**src/rtl/core/pced_pkg.sv**
```systemverilog
`timescale 1ns / 1ps
// ----------------------------------------------------------------------------
// pced_pkg
// Shared types, constants and hex helpers for the percent-escape decoder.
// ----------------------------------------------------------------------------
package pced_pkg;

  localparam logic [7:0] PCT_CHAR  = 8'h25;
  localparam int         MAX_RES   = 3;
  localparam int         CNT_W     = 2;

  // Pending state of an escape sequence, one-hot
  typedef enum logic [2:0] {
    PH_IDLE = 3'b001,  // nothing held
    PH_PCT  = 3'b010,  // '%' held
    PH_DIG  = 3'b100   // '%' and one hex digit held
  } pced_phase_t;

  // One result transaction
  typedef struct packed {
    logic [7:0] byte_val;
    logic       run_end;
    logic       stream_end;
  } pced_entry_t;

  // Decoder result for one input transaction
  typedef struct packed {
    pced_entry_t [MAX_RES-1:0] ent;
    logic [CNT_W-1:0]          cnt;
    pced_phase_t               phase_nxt;
    logic [7:0]                held_nxt;
  } pced_dec_t;

  function automatic logic hex_ok(input logic [7:0] c);
    hex_ok = (c >= 8'h30 && c <= 8'h39) ||
             (c >= 8'h41 && c <= 8'h46) ||
             (c >= 8'h61 && c <= 8'h66);
  endfunction

  // Value of a hex digit; meaningful only when hex_ok is true
  function automatic logic [3:0] hex_val(input logic [7:0] c);
    logic [7:0] t;
    t = 8'h00;
    if (c <= 8'h39) begin
      t = c - 8'h30;
    end else if (c <= 8'h46) begin
      t = c - 8'h37;
    end else begin
      t = c - 8'h57;
    end
    hex_val = t[3:0];
  endfunction

endpackage

```
**src/rtl/core/pced_decode.sv**
```systemverilog
`timescale 1ns / 1ps
// ----------------------------------------------------------------------------
// pced_decode
// Combinational step: one input byte plus pending state gives up to three
// result bytes and the next pending state.
// ----------------------------------------------------------------------------
module pced_decode
  import pced_pkg::*;
(
  input  logic [7:0]  in_byte,
  input  logic        in_last,
  input  pced_phase_t phase,
  input  logic [7:0]  held,
  output pced_dec_t   dec
);

  logic [MAX_RES-1:0][7:0] bytes;
  logic [CNT_W-1:0]        n;
  logic                    fresh;
  pced_phase_t             ph_nxt;
  logic [7:0]              hd_nxt;

  always_comb begin
    bytes  = '0;
    n      = '0;
    fresh  = 1'b0;
    ph_nxt = phase;
    hd_nxt = held;

    // Resolve the pending escape against the new byte
    unique case (phase)
      PH_PCT: begin
        if (hex_ok(in_byte)) begin
          hd_nxt = in_byte;
          ph_nxt = PH_DIG;
        end else begin
          bytes[0] = PCT_CHAR;
          n        = 2'd1;
          fresh    = 1'b1;
        end
      end
      PH_DIG: begin
        if (hex_ok(held) && hex_ok(in_byte)) begin
          bytes[0] = {hex_val(held), hex_val(in_byte)};
          n        = 2'd1;
          ph_nxt   = PH_IDLE;
        end else begin
          bytes[0] = PCT_CHAR;
          bytes[1] = held;
          n        = 2'd2;
          fresh    = 1'b1;
        end
      end
      default: begin
        fresh = 1'b1;
      end
    endcase

    // Byte seen from a clean start
    if (fresh) begin
      if (in_byte == PCT_CHAR) begin
        ph_nxt = PH_PCT;
      end else begin
        bytes[n] = in_byte;
        n        = n + 2'd1;
        ph_nxt   = PH_IDLE;
      end
    end

    // Stream end: flush what is still held
    if (in_last) begin
      if (ph_nxt == PH_PCT) begin
        bytes[n] = PCT_CHAR;
        n        = n + 2'd1;
      end else if (ph_nxt == PH_DIG) begin
        bytes[n]         = PCT_CHAR;
        bytes[n + 2'd1]  = hd_nxt;
        n                = n + 2'd2;
      end
      ph_nxt = PH_IDLE;
      hd_nxt = 8'h00;
    end
  end

  // Pack entries, marking the final one of this transaction
  always_comb begin
    for (int i = 0; i < MAX_RES; i++) begin
      dec.ent[i].byte_val   = bytes[i];
      dec.ent[i].run_end    = (n != 2'd0) && (CNT_W'(i) == n - 2'd1);
      dec.ent[i].stream_end = (n != 2'd0) && (CNT_W'(i) == n - 2'd1) && in_last;
    end
    dec.cnt       = n;
    dec.phase_nxt = ph_nxt;
    dec.held_nxt  = hd_nxt;
  end

endmodule

```
**src/rtl/core/percent_escape_decoder_core.sv**
```systemverilog
`timescale 1ns / 1ps
// ----------------------------------------------------------------------------
// percent_escape_decoder_core
// First result of an input transaction is registered, valid the cycle after accept.
// Throughput: one input per cycle while each yields at most one result and
//   out_stall is low; an input yielding more stalls input until its last result leaves.
// Reset: synchronous active-low rst_n clears pending state and result count.
// ----------------------------------------------------------------------------
module percent_escape_decoder_core
  import pced_pkg::*;
(
  input  logic       clk,
  input  logic       rst_n,
  input  logic       in_valid,
  output logic       in_stall,
  input  logic [7:0] in_byte,
  input  logic       in_last,
  output logic       out_valid,
  input  logic       out_stall,
  output logic [7:0] out_byte,
  output logic       out_run_end,
  output logic       out_stream_end
);

  pced_phase_t                phase_r;
  logic [7:0]                 held_r;
  pced_entry_t [MAX_RES-1:0]  buf_r;
  logic [CNT_W-1:0]           cnt_r;
  pced_dec_t                  dec;
  logic                       in_acc;
  logic                       out_acc;

  pced_decode u_decode (
    .in_byte (in_byte),
    .in_last (in_last),
    .phase   (phase_r),
    .held    (held_r),
    .dec     (dec)
  );

  // Handshakes: take a new transaction once the buffer drains this cycle
  assign out_valid = (cnt_r != 2'd0);
  assign out_acc   = out_valid && !out_stall;
  assign in_stall  = (cnt_r > 2'd1) || ((cnt_r == 2'd1) && out_stall);
  assign in_acc    = in_valid && !in_stall;

  assign out_byte       = buf_r[0].byte_val;
  assign out_run_end    = buf_r[0].run_end;
  assign out_stream_end = buf_r[0].stream_end;

  // Pending escape state
  always_ff @(posedge clk) begin
    if (!rst_n) begin
      phase_r <= PH_IDLE;
      held_r  <= 8'h00;
    end else if (in_acc) begin
      phase_r <= dec.phase_nxt;
      held_r  <= dec.held_nxt;
    end
  end

  // Result count
  always_ff @(posedge clk) begin
    if (!rst_n) begin
      cnt_r <= '0;
    end else if (in_acc) begin
      cnt_r <= dec.cnt;
    end else if (out_acc) begin
      cnt_r <= cnt_r - 2'd1;
    end
  end

  // Result buffer: load on accept, shift toward entry 0 on pop
  always_ff @(posedge clk) begin
    if (in_acc && dec.cnt != 2'd0) begin
      buf_r <= dec.ent;
    end else if (out_acc) begin
      for (int i = 0; i < MAX_RES - 1; i++) begin
        buf_r[i] <= buf_r[i+1];
      end
    end
  end

  // Stream end always produces at least one result
  a_last_out: assert property (@(posedge clk) disable iff (!rst_n)
    in_acc && in_last |=> out_valid)
    else $error("no result after stream end transaction");

  // Pending state cleared after stream end
  a_last_idle: assert property (@(posedge clk) disable iff (!rst_n)
    in_acc && in_last |=> (phase_r == PH_IDLE) && (held_r == 8'h00))
    else $error("pending state not cleared at stream end");

  // Plain byte with nothing pending passes straight through
  a_pass: assert property (@(posedge clk) disable iff (!rst_n)
    in_acc && (phase_r == PH_IDLE) && (in_byte != PCT_CHAR)
      |=> out_valid && (out_byte == $past(in_byte)))
    else $error("plain byte not passed through");

  // Only the entry at the head carrying run_end may be the last in buffer
  a_run_end: assert property (@(posedge clk) disable iff (!rst_n)
    out_valid && (cnt_r == 2'd1) |-> out_run_end)
    else $error("last buffered result lacks run end mark");

endmodule

```
**config.mk**
```make
export PLATFORM = sky130hd
export DESIGN_NAME = percent_escape_decoder_core
export DESIGN_NICKNAME = d
export VERILOG_FILES = /design/src/rtl/core/pced_pkg.sv /design/src/rtl/core/pced_decode.sv /design/src/rtl/core/percent_escape_decoder_core.sv
export SDC_FILE = /design/constraint.sdc
export NUM_CORES = 1
export LEC_CHECK = 0
export ABC_AREA = 1
export BUFFER_PORTS_ARGS = -buffer_cell sky130_fd_sc_hd__buf_2
export CAP_MARGIN = 0
export CORE_MARGIN = 5
export CORE_UTILIZATION = 25
export DETAILED_ROUTE_END_ITERATION = 7
export SYNTH_ARGS = -nofsm -noshare
export SYNTH_HDL_FRONTEND = slang
export SYNTH_SLANG_ARGS = --single-unit
```
**constraint.sdc**
```tcl
create_clock -name clk -period 6.3 [get_ports clk]
set_input_delay 0.945 -clock clk [delete_from_list [all_inputs] [get_ports clk]]
set_output_delay 0.945 -clock clk [all_outputs]
set_load 0.1 [all_outputs]
```
==> metrics.md, run 1 <==
| Metric | Value |
|---|---|
| Fin cells | 656 |
| Setup crit start kind | input pin |
| P per Cell Area | 238 nW/um2 |
| Row Count | 42 |
| Mapped Area | 3330 um2 |
| # resized after CTS | 0 |
| N_diodes | 0 |
| Combinational power share | 29.5% |
| Insertion delay to the later sink of the worst-skew pair | 290 ps |
| Core region area | 13100 um2 |
| Post-detail-place hpwl | 7510 um |
| Synthesis Warnings | 0 |
| Grt ovf | 0 |
| Seq/Total Area, Yosys | 34.8% |
| CTS sink count | 43 |
| Die Wd | 125 um |
| Post-CTS setup buffers | 0 |
| Crit path arrival time | 4590 ps |
| Post-Syn Instances | 468 |
| Pin count of the biggest net entering global routing | 27 |
| CP endpoint kind | flip-flop |
| Pre-CTS setup slack | 1160 ps |
| Hold/Removal Path Class | reg2reg |
| Required @ worst endpoint | 6070 ps |
| Skew final | 3.13 ps |
| Share of cells above drive strength 1 | 12.1% |
| Dpl cells | 648 |
| Residual DRC count | 0 |
| Fraction of registers with async set/reset | 0% |
| Final hold violations | 0 |
| Clk slew on worst S/H paths | 60 ps |
| RSZ-0062 raised after global routing | no |
| EDFF count, synth | 30 |
| Avg Cell Area, Syn | 7.12 um2 |
| Final setup violation count | 0 |
| DRT Pass-1 Iters | 5 |
| Initial antenna violation count | 0 |
| Final WL | 9590 um |
| Maximum clock frequency | 208 MHz |
| Total power | 876 uW |
| Measured slew at the worst slew-check pin | 932 ps |
| Max Cap Viol | 0 |
| Routed vias | 3087 |
| I/O Buffers | 24 |
| Largest cells by area after synthesis | edfxtp_1 27%, nand2_1 15%, dfxtp_1 7.8% |
| Max transition margin | 37.7% |
| DR WL/cell | 14.6 um |
| DR iter-0 viols | 287 |
| Crit-path max FO | 23 |
| Max-slew violations | 0 |
| Sw Share | 38.3% |
| Final setup TNS | 0 ps |
| Synth Register Bits | 43 |
| Fillers | 1458 |
| CTS buffer count | 5 |
| Reg power frac | 41.4% |
| Switch Pwr | 335 uW |
| Clock power frac | 29.2% |
| Critical path type | in2reg |
| Synthesis-to-finish area growth | 10.4% |
| Fin crit period | 4820 ps |
| Peak VDD IR | 0.0000786 V |
| Initial Utilization | 25.4% |
| Status | completed |
| Fin area | 3680 um2 |
| Hold_ws | 479 ps |
| # hold bufs at CTS | 0 |
| Die height | 125 um |
| Nets | 510 |
| R2R cell count | 18 |
| Final core occ | 28.0% |
| Largest area contributor in the netlist | edfxtp_1 |
| Ys flop type | edfxtp_1 |
| DP Area | 3540 um2 |
| R2r endpoint | out_byte[3]$_DFFE_PP_ |
| Period utilization | 76.5% |
| Internal power | 540 uW |
| Syn nets | 499 |
| Global Route Usage Sum | 12.2% |
| Vias/cell | 4.71 |
| Min-delay src | phase_r[2]$_SDFFE_PN0P_ |
| CTS Buffer Depth | 2 |
| H-Tree Depth | 2 |
| Worst Hold End | phase_r[2]$_SDFFE_PN0P_ |
| Synth top area share | 27.0% |
| R2R Path Start | held_r[0]$_SDFFE_PN0P_ |
| Root Buffer | clkbuf_16 |
| Global-route wire length before repair | 15700 um |
| Static Leak | 1.68 nW |
| Detail Route Antenna Nets | 0 |
| Full die area | 15700 um2 |
| Reg2reg setup slack | 1800 ps |
| Worst Hold Depth | 2 |
| Yosys cell types | 38 |
| CTS tree | built |
| Vias in the first global route | 3002 |
| Fin worst setup slack | 1480 ps |
| Placer Congestion | 0.978 |
| I/O pin cnt | 25 |
[state kept, by name, summed over array words and instances, names as in the netlist]
register	flops
out_run_end	1
out_byte	8
buf_r	20
phase_r	3
held_r	8
out_stream_end	1
cnt_r	2
[layout by cell type (no fill, tap or decap), drive strengths merged]
| cell type | netlist | routed |
|---|---|---|
| xor2 | 5 | 5 |
| o22ai | 5 | 5 |
| o21a | 1 | 1 |
| o21ai | 37 | 37 |
| buf | 17 | 24 |
| nor2 | 34 | 34 |
| clkinvlp | 0 | 1 |
| dfxtp | 13 | 13 |
| nand2 | 142 | 142 |
| o32ai | 3 | 3 |
| ha | 18 | 18 |
| nor3 | 6 | 6 |
| clkinv | 1 | 2 |
| edfxtp | 30 | 30 |
| o211ai | 2 | 2 |
| nand4 | 5 | 5 |
| o31ai | 2 | 2 |
| nand3 | 48 | 48 |
| a22oi | 1 | 1 |
| nand3b | 2 | 2 |
| clkbuf | 3 | 6 |
| a21boi | 1 | 1 |
| mux2i | 1 | 1 |
| a21oi | 27 | 27 |
| inv | 63 | 63 |
| or2 | 1 | 1 |
[cells in the mapped netlist (2+ instances only)]
cell / instances
o32ai_1: 3
a21oi_1: 26
nand4_1: 4
o211ai_1: 2
nand3_4: 2
nand2_4: 2
nand3_2: 4
inv_1: 58
edfxtp_1: 30
clkbuf_1: 3
o21ai_0: 35
buf_6: 2
buf_4: 11
buf_2: 4
xor2_1: 5
nor3_1: 5
nand3_1: 42
nor2_2: 2
o21ai_1: 2
nand2_2: 7
inv_2: 5
dfxtp_1: 13
nand2_1: 133
nor2_1: 32
o31ai_1: 2
ha_1: 18
o22ai_1: 5
[how the worst max path moves through the flow]
stage | startpoint | endpoint | cells after the start
finish | in_byte[1] | out_byte[3]$_DFFE_PP_ | 18
floorplan | cnt_r[1]$_SDFFE_PN0P_ | buf_r[10]$_DFFE_PP_ | 7
detailed placement | in_byte[1] | out_byte[7]$_DFFE_PP_ | 18
CTS | in_byte[1] | out_byte[4]$_DFFE_PP_ | 18
global placement | in_byte[0] | out_byte[1]$_DFFE_PP_ | 21
global route | in_byte[0] | out_byte[7]$_DFFE_PP_ | 21
[logic make-up (layout without fill, tap and decap cells)]
family	Yosys count	after routing	share of synthesized area, %
xor+xnor	5	5	1.31
fa+ha+maj	18	18	6.76
simple gates	238	238	32.4
buf+inv	84	96	11.3
mux	1	1	0.300
flops	43	43	34.8
compound gates	79	79	13.0
[layer usage]
metal | vias to the layer above | routed length [um] | track usage [%] | share of wire, %
met1 | 1432 | 4430 | 16.3 | 46
li1 | 1550 | - | - | -
met4 | 0 | 255 | 3.95 | 2.7
met2 | 86 | 4350 | 19.6 | 45
met3 | 19 | 565 | 2.60 | 5.9
met5 | - | 0 | 0 | 0
[worst max-delay path, stage by stage]
cell and delay (ps):
buf_2 140, inv_1 190, ha_1 240, o21ai_1 90
nand2_1 100, nand3b_2 120, nand3_4 150, nand3_2 240
nand2_2 190, inv_1 90, ha_1 280, or2_1 250
nand3_2 130, ha_1 240, nor2_1 130, a21oi_2 70
nand3_4 250, nand3_1 720
[final cells by class]
cell class	count	area (um2)	share of cell area (%)
clock buffers	6	129	3.50
clock inverters	2	12.5	0.340
inverters	64	241	6.56
multi-input cells	341	1790	48.8
flip-flops and latches	43	1160	31.6
well taps	176	220	5.99
repair buffers	24	120	3.27
[power by group through the flow]
| stage | clock network (mW) | logic (mW) | registers [mW] |
|---|---|---|---|
| floorplan | 0 | 0.213 | 0.388 |
| CTS | 0.261 | 0.261 | 0.363 |
| detailed placement | 0 | 0.261 | 0.368 |
| global route | 0.274 | 0.275 | 0.365 |
| global placement | 0 | 0.259 | 0.368 |
| finish | 0.255 | 0.258 | 0.362 |
No activity file was read; power rests on OpenSTA's default activity.
==> run 2, diff against run 1 <==
clock period = 4.7 ns   (was 6.3 ns; I/O delays follow)
==> run 2 against run 1 <==
  * Clock skew grew 3.4 ps
  * Via count shrank 0.23%
  * Global-route usage shrank 0.28 points
  * Worst setup slack lost 770 ps
  * Wire length shrank 3.8%
  * Sequential share of layout area shrank 0.32 points
  * Sequential power grew 34%
  * Flip-flop and latch count is the same
  * Utilization grew 0.29 points
  * Highest routed layer unchanged
  * Hold slack lost 13 ps
  * Critical path depth grew 1
==> metrics.md, run 2 (synthesis gave the netlist of run 1 again) <==
| Metric | Value |
|---|---|
| Worst Hold End | phase_r[2]$_SDFFE_PN0P_ |
| Initial antenna violation count | 0 |
| Peak VDD IR | 0.000111 V |
| Fillers | 1472 |
| Global-route wire length before repair | 15400 um |
| Largest Register | buf_r |
| CTS Buffer Depth | 2 |
| Measured slew at the worst slew-check pin | 690 ps |
| Period utilization | 84.8% |
| Commonest non-fill, non-tap cell in the layout | nand2_1 |
| Clk slew on worst S/H paths | 70 ps |
| Multi-input logic area | 1790 um2 |
| Static Leak | 1.70 nW |
| Worst Hold Depth | 2 |
| Initial Utilization | 25.4% |
| Final hold violations | 0 |
| H-Tree Depth | 2 |
| Setup crit start kind | input pin |
| Core region area | 13100 um2 |
| Placer Congestion | 0.941 |
| Die Wd | 125 um |
| Grt met1 use | 15.5% |
| M2 GR Usage | 20.0% |
| Reg2reg setup slack | 860 ps |
| Post-CTS setup buffers | 0 |
| Skew final | 6.50 ps |
| Most frequent CP cell | ha_1 |
| Most frequent cells in the layout | 133 x nand2_1, 58 x inv_1, 42 x nand3_1 |
| Maximum clock frequency | 251 MHz |
| CTS sink count | 43 |
| Share of cells above drive strength 1 | 13.0% |
| DR WL/cell | 14.0 um |
| Routed vias | 3080 |
| Final setup violation count | 0 |
| Insertion delay to the later sink of the worst-skew pair | 290 ps |
| # hold bufs at CTS | 0 |
| Crit path buffers/inverters | 4 |
| Detail Route Antenna Nets | 0 |
| Cell Chain, Critical Path | buf_2 -> inv_1 -> ha_1 -> o21ai_1 -> nand2_1 -> nand3b_2 -> nand3_4 -> nand3_2 -> nand2_2 -> inv_1 -> ha_1 -> or2_1 -> nand3_2 -> ha_1 -> nor2_1 -> a21oi_2 -> nand3_4 -> nand3_1 -> buf_4 |
| Nets | 514 |
| GR peak layer | met2 |
| R2r endpoint | buf_r[13]$_DFFE_PP_ |
| Met3 GRT Util | 2.22% |
| Crit-path max cell delay | 310 ps |
| CTS buffer count | 5 |
| Critical path type | in2reg |
| # resized after CTS | 0 |
| Status | completed |
| Final WL | 9220 um |
| Crit-path max FO | 20 |
| Root Buffer | clkbuf_16 |
| Crit-path slowest cell | ha_1 |
| Final setup TNS | 0 ps |
| Post-detail-place hpwl | 7230 um |
| DR iter-0 viols | 369 |
| R2R Path Start | held_r[0]$_SDFFE_PN0P_ |
| Max-slew violations | 0 |
| Pin count of the biggest net entering global routing | 27 |
| Global Route Usage Sum | 11.9% |
| Hold/Removal Path Class | reg2reg |
| I/O Buffers | 24 |
| Delay-heaviest family, CP | simple AND/OR/NAND/NOR gates |
| CTS tree | built |
| N_diodes | 0 |
| RSZ-0062 raised after global routing | no |
| Die height | 125 um |
| Full die area | 15700 um2 |
| Synthesis-to-finish area growth | 11.5% |
| Required @ worst endpoint | 4670 ps |
| Fin area | 3720 um2 |
| Crit path arrival time | 3960 ps |
| DRT Pass-1 Iters | 5 |
| Min-delay src | phase_r[2]$_SDFFE_PN0P_ |
| Max transition margin | 53.5% |
| I/O pin cnt | 25 |
| P per Cell Area | 320 nW/um2 |
| Vias/cell | 4.67 |
| R2R cell count | 19 |
| Register area | 1160 um2 |
| Vias in the first global route | 3080 |
| Row Count | 42 |
| Max Cap Viol | 0 |
| CP endpoint kind | flip-flop |
| DP Area | 3570 um2 |
| Fin crit period | 3980 ps |
| Residual DRC count | 0 |
| Number of flip-flops in the largest register | 20 |
| Grt ovf | 0 |
[run 2: cell count changes in the layout (fill, tap and decap cells not counted)]
| cell | before | now |
|---|---|---|
| buf_4 | 0 | 4 |
| clkbuf_1 | 1 | 0 |
| clkinv_2 | 2 | 1 |
| clkinvlp_4 | 1 | 2 |
| inv_6 | 0 | 1 |
[run 2: how the worst max path moves through the flow]
stage	startpoint	cells past startpoint	end
floorplan	cnt_r[1]$_SDFFE_PN0P_	7	buf_r[10]$_DFFE_PP_
global placement	in_byte[0]	21	buf_r[15]$_DFFE_PP_
detailed placement	in_byte[0]	21	out_byte[3]$_DFFE_PP_
CTS	in_byte[1]	19	out_byte[0]$_DFFE_PP_
global route	in_byte[0]	24	buf_r[18]$_DFFE_PP_
finish	in_byte[1]	19	buf_r[13]$_DFFE_PP_
[run 2: where the power goes]
group	total (mW)	leakage [nW]	internal (mW)	switching, mW
Clock	0.356	0.0664	0.199	0.157
Combinational	0.349	1.22	0.0582	0.291
Sequential	0.484	0.411	0.472	0.0128
Total	1.19	1.70	0.729	0.461
[run 2: layer usage]
layer	routed length (um)	part of all wire, %
met1	4070	44
met5	0	0
met4	185	2.0
met2	4470	48
met3	499	5.4
[run 2: cell type report]
type	instances	area share, %
flip-flops and latches	43	31.2
clock inverters	3	0.640
clock buffers	5	3.37
repair buffers	28	4.04
well taps	176	5.93
multi-input cells	341	48.3
inverters	64	6.50
[run 2: worst register-to-register path: stages, from the launching register on]
cell and delay [ps]:
dfxtp_1 450, inv_1 150, ha_1 240, nand3_1 80, o21ai_0 70, nand2_1 70, nand3_1 80, nor2_2 170
nand3_2 280, nand2_2 170, inv_1 80, ha_1 270, or2_1 130, nand3_2 140, ha_1 310, nor2_1 50
a21oi_2 190, nand3_4 170, nand3_1 130, buf_4 290
[run 2: through the flow]
step | total power, mW | utilization, % | hold WS, ps | instances | worst slack [ps]
3_3_place_gp | 0.842 | 27.2 | 456 | 652 | 484
2_1_floorplan | 0.805 | - | 445 | 468 | 32.3
4_1_cts | 1.20 | 28.3 | 467 | 660 | 731
6_report | 1.19 | 28.3 | 465 | 660 | 716
5_1_grt | 1.24 | 28.3 | 492 | 660 | 375
3_5_place_dp | 0.846 | 27.2 | 457 | 652 | 433
